## src/rtl/deq_pkg.sv

```systemverilog
// ----------------------------------------------------------------------------
// deq_pkg
// Shared types, sizes, command codes and ring helpers for the deque block.
// ----------------------------------------------------------------------------
package deq_pkg;

  // Storage geometry
  localparam int DEPTH      = 1024;
  localparam int DATA_WIDTH = 32;
  localparam int IDX_W      = $clog2(DEPTH);
  localparam int CNT_W      = $clog2(DEPTH + 1);

  // Fixed field widths of the beats
  localparam int MODE_W  = 3;
  localparam int VALUE_W = 32;
  localparam int COUNT_W = 11;

  typedef logic [DATA_WIDTH-1:0] data_t;
  typedef logic [IDX_W-1:0]      idx_t;
  typedef logic [CNT_W-1:0]      cnt_t;

  // Command codes; unused codes behave as a query
  localparam logic [MODE_W-1:0] MODE_PUSH_FRONT = 3'd0;
  localparam logic [MODE_W-1:0] MODE_PUSH_BACK  = 3'd1;
  localparam logic [MODE_W-1:0] MODE_POP_FRONT  = 3'd2;
  localparam logic [MODE_W-1:0] MODE_POP_BACK   = 3'd3;
  localparam logic [MODE_W-1:0] MODE_QUERY      = 3'd4;

  typedef struct packed {
    logic [MODE_W-1:0]         mode;
    logic signed [VALUE_W-1:0] push_value;
  } deq_in_t;

  typedef struct packed {
    logic signed [VALUE_W-1:0] popped_value;
    logic                      underflow;
    logic                      overflow;
    logic [COUNT_W-1:0]        entry_count;
    logic                      is_empty;
    logic signed [VALUE_W-1:0] front_value;
    logic signed [VALUE_W-1:0] back_value;
  } deq_out_t;

  // Sequencer states
  typedef enum logic [1:0] {
    ST_IDLE,
    ST_EXEC,
    ST_FILL,
    ST_LOAD
  } deq_state_t;

  // Controller to datapath commands
  typedef struct packed {
    logic latch_in;
    logic exec;
    logic fill;
    logic load_out;
  } deq_cmd_t;

  // Datapath to controller status
  typedef struct packed {
    logic out_free;
  } deq_stat_t;

  function automatic idx_t ring_next(idx_t i);
    idx_t r;
    if (i == IDX_W'(DEPTH - 1)) begin
      r = '0;
    end else begin
      r = i + 1'b1;
    end
    return r;
  endfunction

  function automatic idx_t ring_prev(idx_t i);
    idx_t r;
    if (i == '0) begin
      r = IDX_W'(DEPTH - 1);
    end else begin
      r = i - 1'b1;
    end
    return r;
  endfunction

  // Keep the low stored bits of an incoming value
  function automatic data_t value_to_data(logic [VALUE_W-1:0] v);
    logic [63:0] w;
    w = 64'(v);
    return w[DATA_WIDTH-1:0];
  endfunction

  // Present stored bits on a 32-bit field
  function automatic logic [VALUE_W-1:0] data_to_value(data_t d);
    logic [63:0] w;
    w = 64'(d);
    return w[VALUE_W-1:0];
  endfunction

endpackage

```

## src/rtl/deq_ctrl.sv

```systemverilog
// ----------------------------------------------------------------------------
// deq_ctrl
// Sequencer: take a command beat, execute, refill cached ends, load result.
// ----------------------------------------------------------------------------
module deq_ctrl (
  input  logic              clk,
  input  logic              rst_n,
  input  logic              in_valid,
  output logic              in_ready,
  input  deq_pkg::deq_stat_t stat,
  output deq_pkg::deq_cmd_t  cmd
);

  deq_pkg::deq_state_t state_r;
  deq_pkg::deq_state_t state_nxt;

  // State register
  always_ff @(posedge clk) begin
    if (!rst_n) begin
      state_r <= deq_pkg::ST_IDLE;
    end else begin
      state_r <= state_nxt;
    end
  end

  // Next state
  always_comb begin
    state_nxt = state_r;
    unique case (state_r)
      deq_pkg::ST_IDLE: begin
        if (in_valid) begin
          state_nxt = deq_pkg::ST_EXEC;
        end
      end
      deq_pkg::ST_EXEC: state_nxt = deq_pkg::ST_FILL;
      deq_pkg::ST_FILL: state_nxt = deq_pkg::ST_LOAD;
      deq_pkg::ST_LOAD: begin
        if (stat.out_free) begin
          state_nxt = deq_pkg::ST_IDLE;
        end
      end
      default: state_nxt = deq_pkg::ST_IDLE;
    endcase
  end

  // Outputs
  always_comb begin
    in_ready     = 1'b0;
    cmd          = '0;
    unique case (state_r)
      deq_pkg::ST_IDLE: begin
        in_ready     = 1'b1;
        cmd.latch_in = in_valid;
      end
      deq_pkg::ST_EXEC: cmd.exec = 1'b1;
      deq_pkg::ST_FILL: cmd.fill = 1'b1;
      deq_pkg::ST_LOAD: cmd.load_out = stat.out_free;
      default: begin
        in_ready = 1'b0;
      end
    endcase
  end

endmodule

```

## config.mk

```make
export PLATFORM = sky130hd
export DESIGN_NAME = deq_ctrl
export DESIGN_NICKNAME = d
export VERILOG_FILES = /design/src/rtl/deq_pkg.sv /design/src/rtl/deq_ctrl.sv
export SDC_FILE = /design/constraint.sdc
export NUM_CORES = 1
export LEC_CHECK = 0
export BUFFER_PORTS_ARGS = -buffer_cell sky130_fd_sc_hd__buf_2
export CAP_MARGIN = 10
export CORE_AREA = 2 2 39 41
export CTS_CLUSTER_SIZE = 16
export DETAILED_ROUTE_END_ITERATION = 8
export DIE_AREA = 0 0 41 43
export PLACE_DENSITY = 0.39
export RECOVER_POWER = 25
export SYNTH_ARGS = -nofsm -noshare
export SYNTH_HDL_FRONTEND = slang
export SYNTH_SLANG_ARGS = --single-unit
```

## constraint.sdc

```tcl
create_clock -name clk -period 1.6 [get_ports clk]
set_input_delay 0.16 -clock clk [delete_from_list [all_inputs] [get_ports clk]]
set_output_delay 0.16 -clock clk [all_outputs]
set_load 0.03 [all_outputs]
```

# Word level (Yosys, flattened, before mapping)
# Cells that the tools add are included.
dict set report op_classes {
  n_addsub 0
  multipliers 0
  div 0
  order_cmp 0
  n_eq_ne 5
  shift 0
  mux 8
  bitwise 0
  n_reduce_logical 2
}
# operator count
set ops {}
lappend ops {{$pmux 2 s4} 1}
lappend ops {{$mux 1} 5}
lappend ops {{$eq 2x2->1 const B} 2}
lappend ops {{$mux 2} 2}
lappend ops {{$ne 2x2->1 const B} 2}
lappend ops {{$eq 2x1->1 const B} 1}
lappend ops {{$logic_not 2->1} 1}
lappend ops {{$reduce_and 2->1} 1}
dict set report word_totals {
  regBits 2
  latch_bits 0
  mem_bits_rw 0
  rom_bits 0
  in_bits 4
  out_inout_bits 5
  memories 0
}

# Depth between registers and ports, before layout
# Gate-level depths: netlist (run 1).
dict set report logic_depth {
  word_depth 3
  mapped_depth 4
  depth_no_buf 4
}

# Least setup slack after synthesis (run 1)
# OpenSTA, ideal clock, no wires.
dict set report synth_timing {
  path_kind {register to output}
  from {register state_r[0]}
  to {output cmd[3] in the netlist's numbering}
  arrival_ns 1.130
  slack_ns 0.310
  stages_incl_launch_ff 4
  n_path_buf 0
  path_cell_list {dfxtp_1 > inv_1 > ha_1 > and2_1}
}
# element line
set synth_lines {}
lappend synth_lines {{from (decl)} deq_ctrl.sv:14} ;# deq_pkg::deq_state_t state_r;
lappend synth_lines {{from (signal assigned)} deq_ctrl.sv:20} ;# state_r <= deq_pkg::ST_IDLE;
lappend synth_lines {{from (signal assigned)} deq_ctrl.sv:22} ;# state_r <= state_nxt;
lappend synth_lines {{to (decl)} deq_ctrl.sv:11} ;# output deq_pkg::deq_cmd_t cmd

==> impl_metrics.env, run 1 <==
export IMPL_overflow=0
export IMPL_ir_worst_vdd_mv=0.519
export IMPL_avgViaCountPerCell=3.36
export IMPL_regArea_um2=40.0
export IMPL_fmax_mhz=724
export IMPL_start_util=0.124
export IMPL_maxCapViolations=0
export IMPL_io_pins=9
export IMPL_tightestPinTransition_ns=0.358
export IMPL_synth_fp_nets=26
export IMPL_firstDrtPassIters=2
export IMPL_ys_warn_count=0
export IMPL_cellPowerDensity_nw_per_um2=1720
export IMPL_status="finished clean"
export IMPL_diodes=0
export IMPL_regMostFlops="state_r"
export IMPL_path_class="reg2out"
export IMPL_ys_ff_latch=2
export IMPL_core_area_um2=1380
export IMPL_slew_viol_final=0
export IMPL_ctsResizeCount=0
export IMPL_fill_cells=156
export IMPL_grt_usage=0.0521
export IMPL_skew_ns=0.00366
export IMPL_period_share=0.863
export IMPL_clk_pin_slew_worst_paths_ns=0.03
export IMPL_insertion_delay_ns=0.22
export IMPL_die_area_um2=1760
export IMPL_setup_viol=0
export IMPL_syn_area_per_cell_um2=9.52
export IMPL_fin_tns_setup_ns=0
export IMPL_cp_data_arrival_time_ns=1.22
export IMPL_worst_setup_path_end_kind="output pin"
export IMPL_relSlewSlack=0.762
export IMPL_cts_buffers=3
export IMPL_ant_nets=0
export IMPL_syn2layout_area_growth_pct=47.4
export IMPL_synthTopCellsByArea="ha_1 29%, dfxtp_1 23%, nor2b_4 8.0%"
export IMPL_die_h_um=43
export IMPL_reg_largest_list="state_r (2)"
export IMPL_post_cts_buffers=0
export IMPL_grt_max_degree=5
export IMPL_p_leak_uw=0.000128
export IMPL_gp_congestion=0.589
export IMPL_drtIter0Drc=2
export IMPL_drive_above_1_share=0.448
export IMPL_synth_top_area_cell="ha_1"
export IMPL_synth_common_cells="4 x ha_1, 3 x inv_1, 2 x dfxtp_1, 2 x nand2_1"
export IMPL_vias=151
export IMPL_final_hold_viol_count=0
export IMPL_clkSinkCount=2
export IMPL_routed_wl_um=324
export IMPL_synth_edf_count=0
export IMPL_grt_setup_unrepaired="false"
export IMPL_drc=0
export IMPL_cts_hold_buf=0
export IMPL_cts_max_path_buffers=2
export IMPL_multi_input_area_um2=120
export IMPL_synthFlopType="dfxtp_1"
export IMPL_hold_path_class="in2reg"
export IMPL_period_minus_slack_ns=1.38
export IMPL_final_nets=39
export IMPL_place_ws_ns=0.397
export IMPL_cts_tree="built"
export IMPL_clockRootBuffer="clkbuf_4"
export IMPL_largest_register_ff_count=2
export IMPL_syn_inst=18
export IMPL_netlist_area_um2=171
export IMPL_routedWlPerCell_um=7.20
export IMPL_fp_dieW_um=41
export IMPL_antenna_found_initial=0
export IMPL_synth_cell_types=11
export IMPL_rrSetupSlack_ns=0.41
export IMPL_rows=14
export IMPL_cp_start_kind="flop"
export IMPL_io_buffers=8
export IMPL_ys_seq_area_frac=0.234
export IMPL_async_reset_ff_frac=0
export IMPL_synth_most_common_cell="ha_1"
export IMPL_critPathMaxFanout=4
export IMPL_grt_pass1_wl_um=531
export IMPL_synth_top_area_frac=0.292
export IMPL_whs_ns=0.240
export IMPL_cp_data_required_time_ns=1.44
export IMPL_grt_pass1_vias=140
export IMPL_setup_slack_ns=0.219
export IMPL_htree_levels=1
-- stage by stage --
step / std cells / util / cell area, µm² / power, µW
floorplan: 18 / - / 171 / 282
global placement: 42 / 0.167 / 231 / 334
detailed placement: 42 / 0.167 / 231 / 332
CTS: 45 / 0.184 / 254 / 448
global route: 45 / 0.183 / 253 / 483
finish: 45 / 0.183 / 253 / 434
-- logic make-up after synthesis --
family,after synthesis,share of synthesized area
multiplexers,1,0.0584
flip-flops,2,0.234
buffers and inverters,3,0.0657
AO/OA/AOI/OAI,3,0.146
adder cells (fa/ha/maj),4,0.292
AND/OR/NAND/NOR,5,0.204
-- layout by cell type, fill, tap and decap left out --
| master | count |
|---|---|
| nor2b_4 | 1 |
| and2_1 | 1 |
| mux2i_1 | 1 |
| o21a_1 | 1 |
| ha_1 | 4 |
| buf_2 | 7 |
| o31a_1 | 1 |
| clkbuf_1 | 1 |
| dfxtp_1 | 2 |
| a21oi_2 | 1 |
| nand2_1 | 2 |
| and2_2 | 1 |
| clkbuf_4 | 3 |
| inv_1 | 3 |
-- per-layer routing --
metal | GRT usage | part of all wire
met4 | 0.0600 | 0
met5 | 0 | 0
met1 | 0.0607 | 0.48
met3 | 0.0471 | 0.13
met2 | 0.0469 | 0.38
-- critical path: stages, from the launching register on --
cell,delay [ns]
dfxtp_1,0.36
inv_1,0.08
ha_1,0.24
and2_1,0.15
buf_2,0.17
-- final cells by class --
| type | count | share of cell area |
|---|---|---|
| inverter | 3 | 0.0446 |
| clock buffer | 3 | 0.0891 |
| sequential | 2 | 0.158 |
| multi-input combinational | 13 | 0.475 |
| timing repair buffer | 8 | 0.153 |
| tap | 16 | 0.0792 |
-- where the power goes --
| group | internal [µW] | switching, µW | total (µW) |
|---|---|---|---|
| Clock | 82.4 | 25.2 | 108 |
| Sequential | 68.9 | 18.7 | 87.6 |
| Combinational | 82.9 | 156 | 239 |
-- final timing paths --
check / start / endpoint / depth (start not counted)
setup / recovery: state_r[0]$_SDFFE_PN0P_ / cmd[3] / 4
hold / removal: rst_n / state_r[1]$_SDFFE_PN0P_ / 3
setup reg to reg: state_r[0]$_SDFFE_PN0P_ / state_r[0]$_SDFFE_PN0P_ / 4
hold reg to reg: state_r[1]$_SDFFE_PN0P_ / state_r[1]$_SDFFE_PN0P_ / 2
Power figures use the tool's default switching activity.
==> run 2, diff against run 1 <==
Settings changed: CAP_MARGIN 10 to 20.
Clock period 1.6 ns to 1.7 ns, I/O delays scaled along.
==> impl_metrics.env, run 2 (synthesis results as in run 1) <==
export IMPL_routedWlPerCell_um=7.04
export IMPL_critPathMaxFanout=4
export IMPL_hold_path_class="in2reg"
export IMPL_cts_tree="built"
export IMPL_insertion_delay_ns=0.22
export IMPL_fmax_mhz=713
export IMPL_die_area_um2=1760
export IMPL_cp_start_kind="flop"
export IMPL_grt_max_degree=5
export IMPL_wl_met3_um=33
export IMPL_grt_usage=0.0551
export IMPL_firstDrtPassIters=2
export IMPL_cts_buffers=3
export IMPL_drc=0
export IMPL_status="finished clean"
export IMPL_path_class="reg2out"
export IMPL_setup_viol=0
export IMPL_period_minus_slack_ns=1.40
export IMPL_grt_setup_unrepaired="false"
export IMPL_p_clk_frac=0.249
export IMPL_final_nets=39
export IMPL_sw_frac_of_total=0.465
export IMPL_clk_pin_slew_worst_paths_ns=0.03
export IMPL_io_pins=9
export IMPL_diodes=0
export IMPL_slowest_delay_ns=0.37
export IMPL_crit_chain="inv_1, ha_1, and2_1, buf_2"
export IMPL_cts_hold_buf=0
export IMPL_ctsResizeCount=0
export IMPL_skew_ns=0.00455
export IMPL_largest_register_ff_count=2
export IMPL_drive_above_1_share=0.448
export IMPL_comb_power_share=0.550
export IMPL_cts_max_path_buffers=2
export IMPL_htree_levels=1
export IMPL_met1_length_um=176
export IMPL_core_area_um2=1380
export IMPL_rrSetupSlack_ns=0.48
export IMPL_cp_data_required_time_ns=1.53
export IMPL_cellPowerDensity_nw_per_um2=1630
export IMPL_hold_depth=3
export IMPL_maxCapViolations=0
export IMPL_fill_cells=150
export IMPL_syn2layout_area_growth_pct=47.4
export IMPL_sequentialPowerShare=0.201
export IMPL_r2r_cells=4
export IMPL_vias=145
export IMPL_final_common_cell="buf_2"
export IMPL_cp_slowest_cell="dfxtp_1"
export IMPL_start_util=0.124
export IMPL_topRoutingLayerUsed="met3"
export IMPL_cp_data_arrival_time_ns=1.23
export IMPL_setup_slack_ns=0.298
export IMPL_fin_tns_setup_ns=0
export IMPL_io_buffers=8
export IMPL_final_hold_viol_count=0
export IMPL_worst_setup_path_end_kind="output pin"
export IMPL_slew_viol_final=0
export IMPL_overflow=0
export IMPL_hold_start="rst_n"
export IMPL_ant_nets=0
export IMPL_tightestPinTransition_ns=0.361
export IMPL_routed_wl_um=317
export IMPL_die_h_um=43
export IMPL_post_cts_buffers=0
export IMPL_regArea_um2=40.0
export IMPL_multi_input_area_um2=120
export IMPL_rr_endpoint="state_r[0]$_SDFFE_PN0P_"
export IMPL_clockRootBuffer="clkbuf_4"
export IMPL_regMostFlops="state_r"
export IMPL_reg_largest_list="state_r (2)"
export IMPL_holdPathEnd="state_r[1]$_SDFFE_PN0P_"
export IMPL_p_switching_uw=192
export IMPL_relSlewSlack=0.760
export IMPL_r2r_start="state_r[0]$_SDFFE_PN0P_"
export IMPL_gp_congestion=0.625
export IMPL_cp_num_buf_inv=2
export IMPL_fp_dieW_um=41
export IMPL_wl_met2_um=107
export IMPL_clkSinkCount=2
export IMPL_grt_pass1_wl_um=552
export IMPL_antenna_found_initial=0
export IMPL_rows=14
export IMPL_ir_worst_vdd_mv=0.569
export IMPL_place_ws_ns=0.487
export IMPL_period_share=0.825
export IMPL_layout_common_cells="7 x buf_2, 4 x ha_1, 3 x inv_1, 3 x clkbuf_4"
export IMPL_cp_top_family="flip-flops"
export IMPL_p_int_uw=221
export IMPL_p_leak_uw=0.000128
export IMPL_grt_pass1_vias=153
export IMPL_avgViaCountPerCell=3.22
export IMPL_drtIter0Drc=1
## run 2: cell counts in the layout (fill, tap and decap cells not counted)
No cell type changed its count.
## run 2: stage by stage
stage | cells | total power (µW) | area (µm²) | hold WS (ns) | util
floorplan | 18 | 265 | 171 | 0.316 | -
global placement | 42 | 315 | 231 | 0.465 | 0.167
detailed placement | 42 | 315 | 231 | 0.462 | 0.167
CTS | 45 | 425 | 254 | 0.227 | 0.184
global route | 45 | 454 | 253 | 0.233 | 0.183
finish | 45 | 413 | 253 | 0.232 | 0.183
## run 2: worst reg2reg max path, delay by kind of cell, from the launching register on
family / cells / cell delay [ns]
adder cells (fa/ha/maj): 1 / 0.24
AO/OA/AOI/OAI: 2 / 0.41
buffers and inverters: 1 / 0.08
flip-flops: 1 / 0.37
## run 2: power groups by stage
| stage | registers [µW] | clock network (µW) | logic, µW |
|---|---|---|---|
| floorplan | 79.2 | 0 | 186 |
| global placement | 84.7 | 0 | 230 |
| detailed placement | 83.6 | 0 | 231 |
| CTS | 83.0 | 111 | 231 |
| global route | 88.5 | 117 | 249 |
| finish | 82.9 | 103 | 227 |
## run 2: worst max path at each step
stage | endpoint | slack, ns | depth (start not counted) | start
after floorplan | cmd[3] | 0.40 | 3 | state_r[0]$_SDFFE_PN0P_
after global placement | state_r[0]$_SDFFE_PN0P_ | 0.48 | 4 | state_r[0]$_SDFFE_PN0P_
after detailed placement | state_r[0]$_SDFFE_PN0P_ | 0.49 | 4 | state_r[0]$_SDFFE_PN0P_
after CTS | cmd[3] | 0.28 | 4 | state_r[0]$_SDFFE_PN0P_
after global routing | cmd[3] | 0.18 | 4 | state_r[0]$_SDFFE_PN0P_
final | cmd[3] | 0.30 | 4 | state_r[0]$_SDFFE_PN0P_
## run 2: per-layer routing
layer | vias to the layer above | GRT usage
li1 | 79 | -
met1 | 58 | 0.0607
met2 | 8 | 0.0469
met3 | 0 | 0.0471
met4 | 0 | 0.0800
met5 | - | 0
## run 2: area by class of cell
cell class | count | share of cell area
multi-input cells | 13 | 0.475
inverters | 3 | 0.0446
clock buffers | 3 | 0.0891
repair buffers | 8 | 0.153
well taps | 16 | 0.0792
flip-flops and latches | 2 | 0.158
==> run 3, diff against run 2 <==
Clock period 1.7 ns to 1.4 ns, I/O delays scaled along.
==> impl_metrics.env, run 3 (synthesis results as in run 1) <==
export IMPL_multi_input_area_um2=119
export IMPL_io_buffers=8
export IMPL_critPathMaxFanout=4
export IMPL_start_util=0.124
export IMPL_cts_buffers=3
export IMPL_period_minus_slack_ns=1.26
export IMPL_vias=150
export IMPL_final_common_cell="buf_2"
export IMPL_routedWlPerCell_um=7.02
export IMPL_cp_top_family="flip-flops"
export IMPL_tightestPinTransition_ns=0.213
export IMPL_grt_setup_unrepaired="false"
export IMPL_design_area_um2=255
export IMPL_fmax_mhz=793
export IMPL_placed_area_um2=231
export IMPL_grt_pass1_wl_um=517
export IMPL_syn2layout_area_growth_pct=48.9
export IMPL_worst_setup_path_end_kind="output pin"
export IMPL_fin_cells=45
export IMPL_clkSinkCount=2
export IMPL_fp_dieW_um=41
export IMPL_cp_data_required_time_ns=1.26
export IMPL_diodes=0
export IMPL_ctsResizeCount=0
export IMPL_clk_pin_slew_worst_paths_ns=0.03
export IMPL_grt_pass1_vias=132
export IMPL_overflow=0
export IMPL_clockRootBuffer="clkbuf_4"
export IMPL_layout_common_cells="8 x buf_2, 3 x inv_1, 3 x ha_1, 3 x clkbuf_4"
export IMPL_fin_tns_setup_ns=0
export IMPL_routed_wl_um=316
export IMPL_drtIter0Drc=3
export IMPL_reg_largest_list="state_r (2)"
export IMPL_rows=14
export IMPL_setup_viol=0
export IMPL_final_hold_viol_count=0
export IMPL_placed_cells_incl_taps=42
export IMPL_status="finished clean"
export IMPL_grt_usage=0.0521
export IMPL_regMostFlops="state_r"
export IMPL_cellPowerDensity_nw_per_um2=1960
export IMPL_drive_above_1_share=0.552
export IMPL_period_share=0.901
export IMPL_power_uw=501
export IMPL_largest_register_ff_count=2
export IMPL_p_leak_uw=0.000130
export IMPL_regArea_um2=42.5
export IMPL_cp_start_kind="flop"
export IMPL_die_h_um=43
export IMPL_hpwl_um=253
export IMPL_cts_hold_buf=0
export IMPL_slowest_delay_ns=0.32
export IMPL_post_cts_buffers=0
export IMPL_startpoint="state_r[0]$_SDFFE_PN0P_"
export IMPL_grt_max_degree=5
export IMPL_hold_start="rst_n"
export IMPL_final_nets=39
export IMPL_io_pins=9
export IMPL_r2r_start="state_r[0]$_SDFFE_PN0P_"
export IMPL_cp_slowest_cell="dfxtp_2"
export IMPL_core_area_um2=1380
export IMPL_crit_chain="inv_1, ha_2, and2_1, buf_2"
export IMPL_insertion_delay_ns=0.22
export IMPL_antenna_found_initial=0
export IMPL_fill_cells=157
export IMPL_cp_data_arrival_time_ns=1.12
export IMPL_htree_levels=1
export IMPL_relSlewSlack=0.858
export IMPL_gp_congestion=0.639
export IMPL_cts_max_path_buffers=2
export IMPL_avgViaCountPerCell=3.33
export IMPL_skew_ns=0.00342
export IMPL_maxCapViolations=0
export IMPL_slew_viol_final=0
export IMPL_die_area_um2=1760
export IMPL_rrSetupSlack_ns=0.29
export IMPL_ant_nets=0
export IMPL_cts_tree="built"
export IMPL_ir_worst_vdd_mv=0.574
export IMPL_firstDrtPassIters=2
export IMPL_hold_path_class="in2reg"
export IMPL_drc=0
export IMPL_cp_num_buf_inv=2
export IMPL_path_class="reg2out"
-- run 3: cell types whose count changed in the layout (fill, tap and decap cells not counted), sizes merged --
cell    previous run  this run
buf                7         8
clkbuf             4         3
-- run 3: final cells by class --
class                           count  share of cell area
Clock buffer                        3              0.0882
Sequential cell                     2               0.167
Timing Repair Buffer                8               0.157
Multi-Input combinational cell     13               0.466
Inverter                            3              0.0441
Tap cell                           16              0.0784
-- run 3: final timing paths --
check / endpoint / cells after the start
worst min-delay path: state_r[1]$_SDFFE_PN0P_ / 3
worst max-delay path: cmd[3] / 4
worst max register to register: state_r[1]$_SDFFE_PN0P_ / 4
worst min register to register: state_r[1]$_SDFFE_PN0P_ / 2
-- run 3: per-layer routing --
| layer | up-vias | track usage | part of all wire |
|---|---|---|---|
| li1 | 82 | - | - |
| met1 | 60 | 0.0573 | 0.46 |
| met2 | 8 | 0.0375 | 0.37 |
| met3 | 0 | 0.0524 | 0.16 |
| met4 | 0 | 0.0800 | 0 |
| met5 | - | 0 | 0 |
-- run 3: stage by stage --
step | hold WS (ns) | setup WS [ns] | utilization
2_1_floorplan | 0.286 | 0.117 | -
3_3_place_gp | 0.433 | 0.195 | 0.167
3_5_place_dp | 0.431 | 0.198 | 0.167
4_1_cts | 0.195 | 0.0207 | 0.184
5_1_grt | 0.182 | 0.0355 | 0.184
6_report | 0.198 | 0.139 | 0.184
-- run 3: worst register-to-register path: stages, from the launching register on --
cell	delay, ns
dfxtp_2	0.32
ha_1	0.20
nor2b_4	0.13
a21oi_1	0.19
mux2i_1	0.20
-- run 3: power by group --
group	leakage [µW]	internal, µW	switching, µW
Combinational	0.0000995	97.8	173
Sequential	0.0000172	83.5	21.3
Clock	0.0000138	94.4	30.8
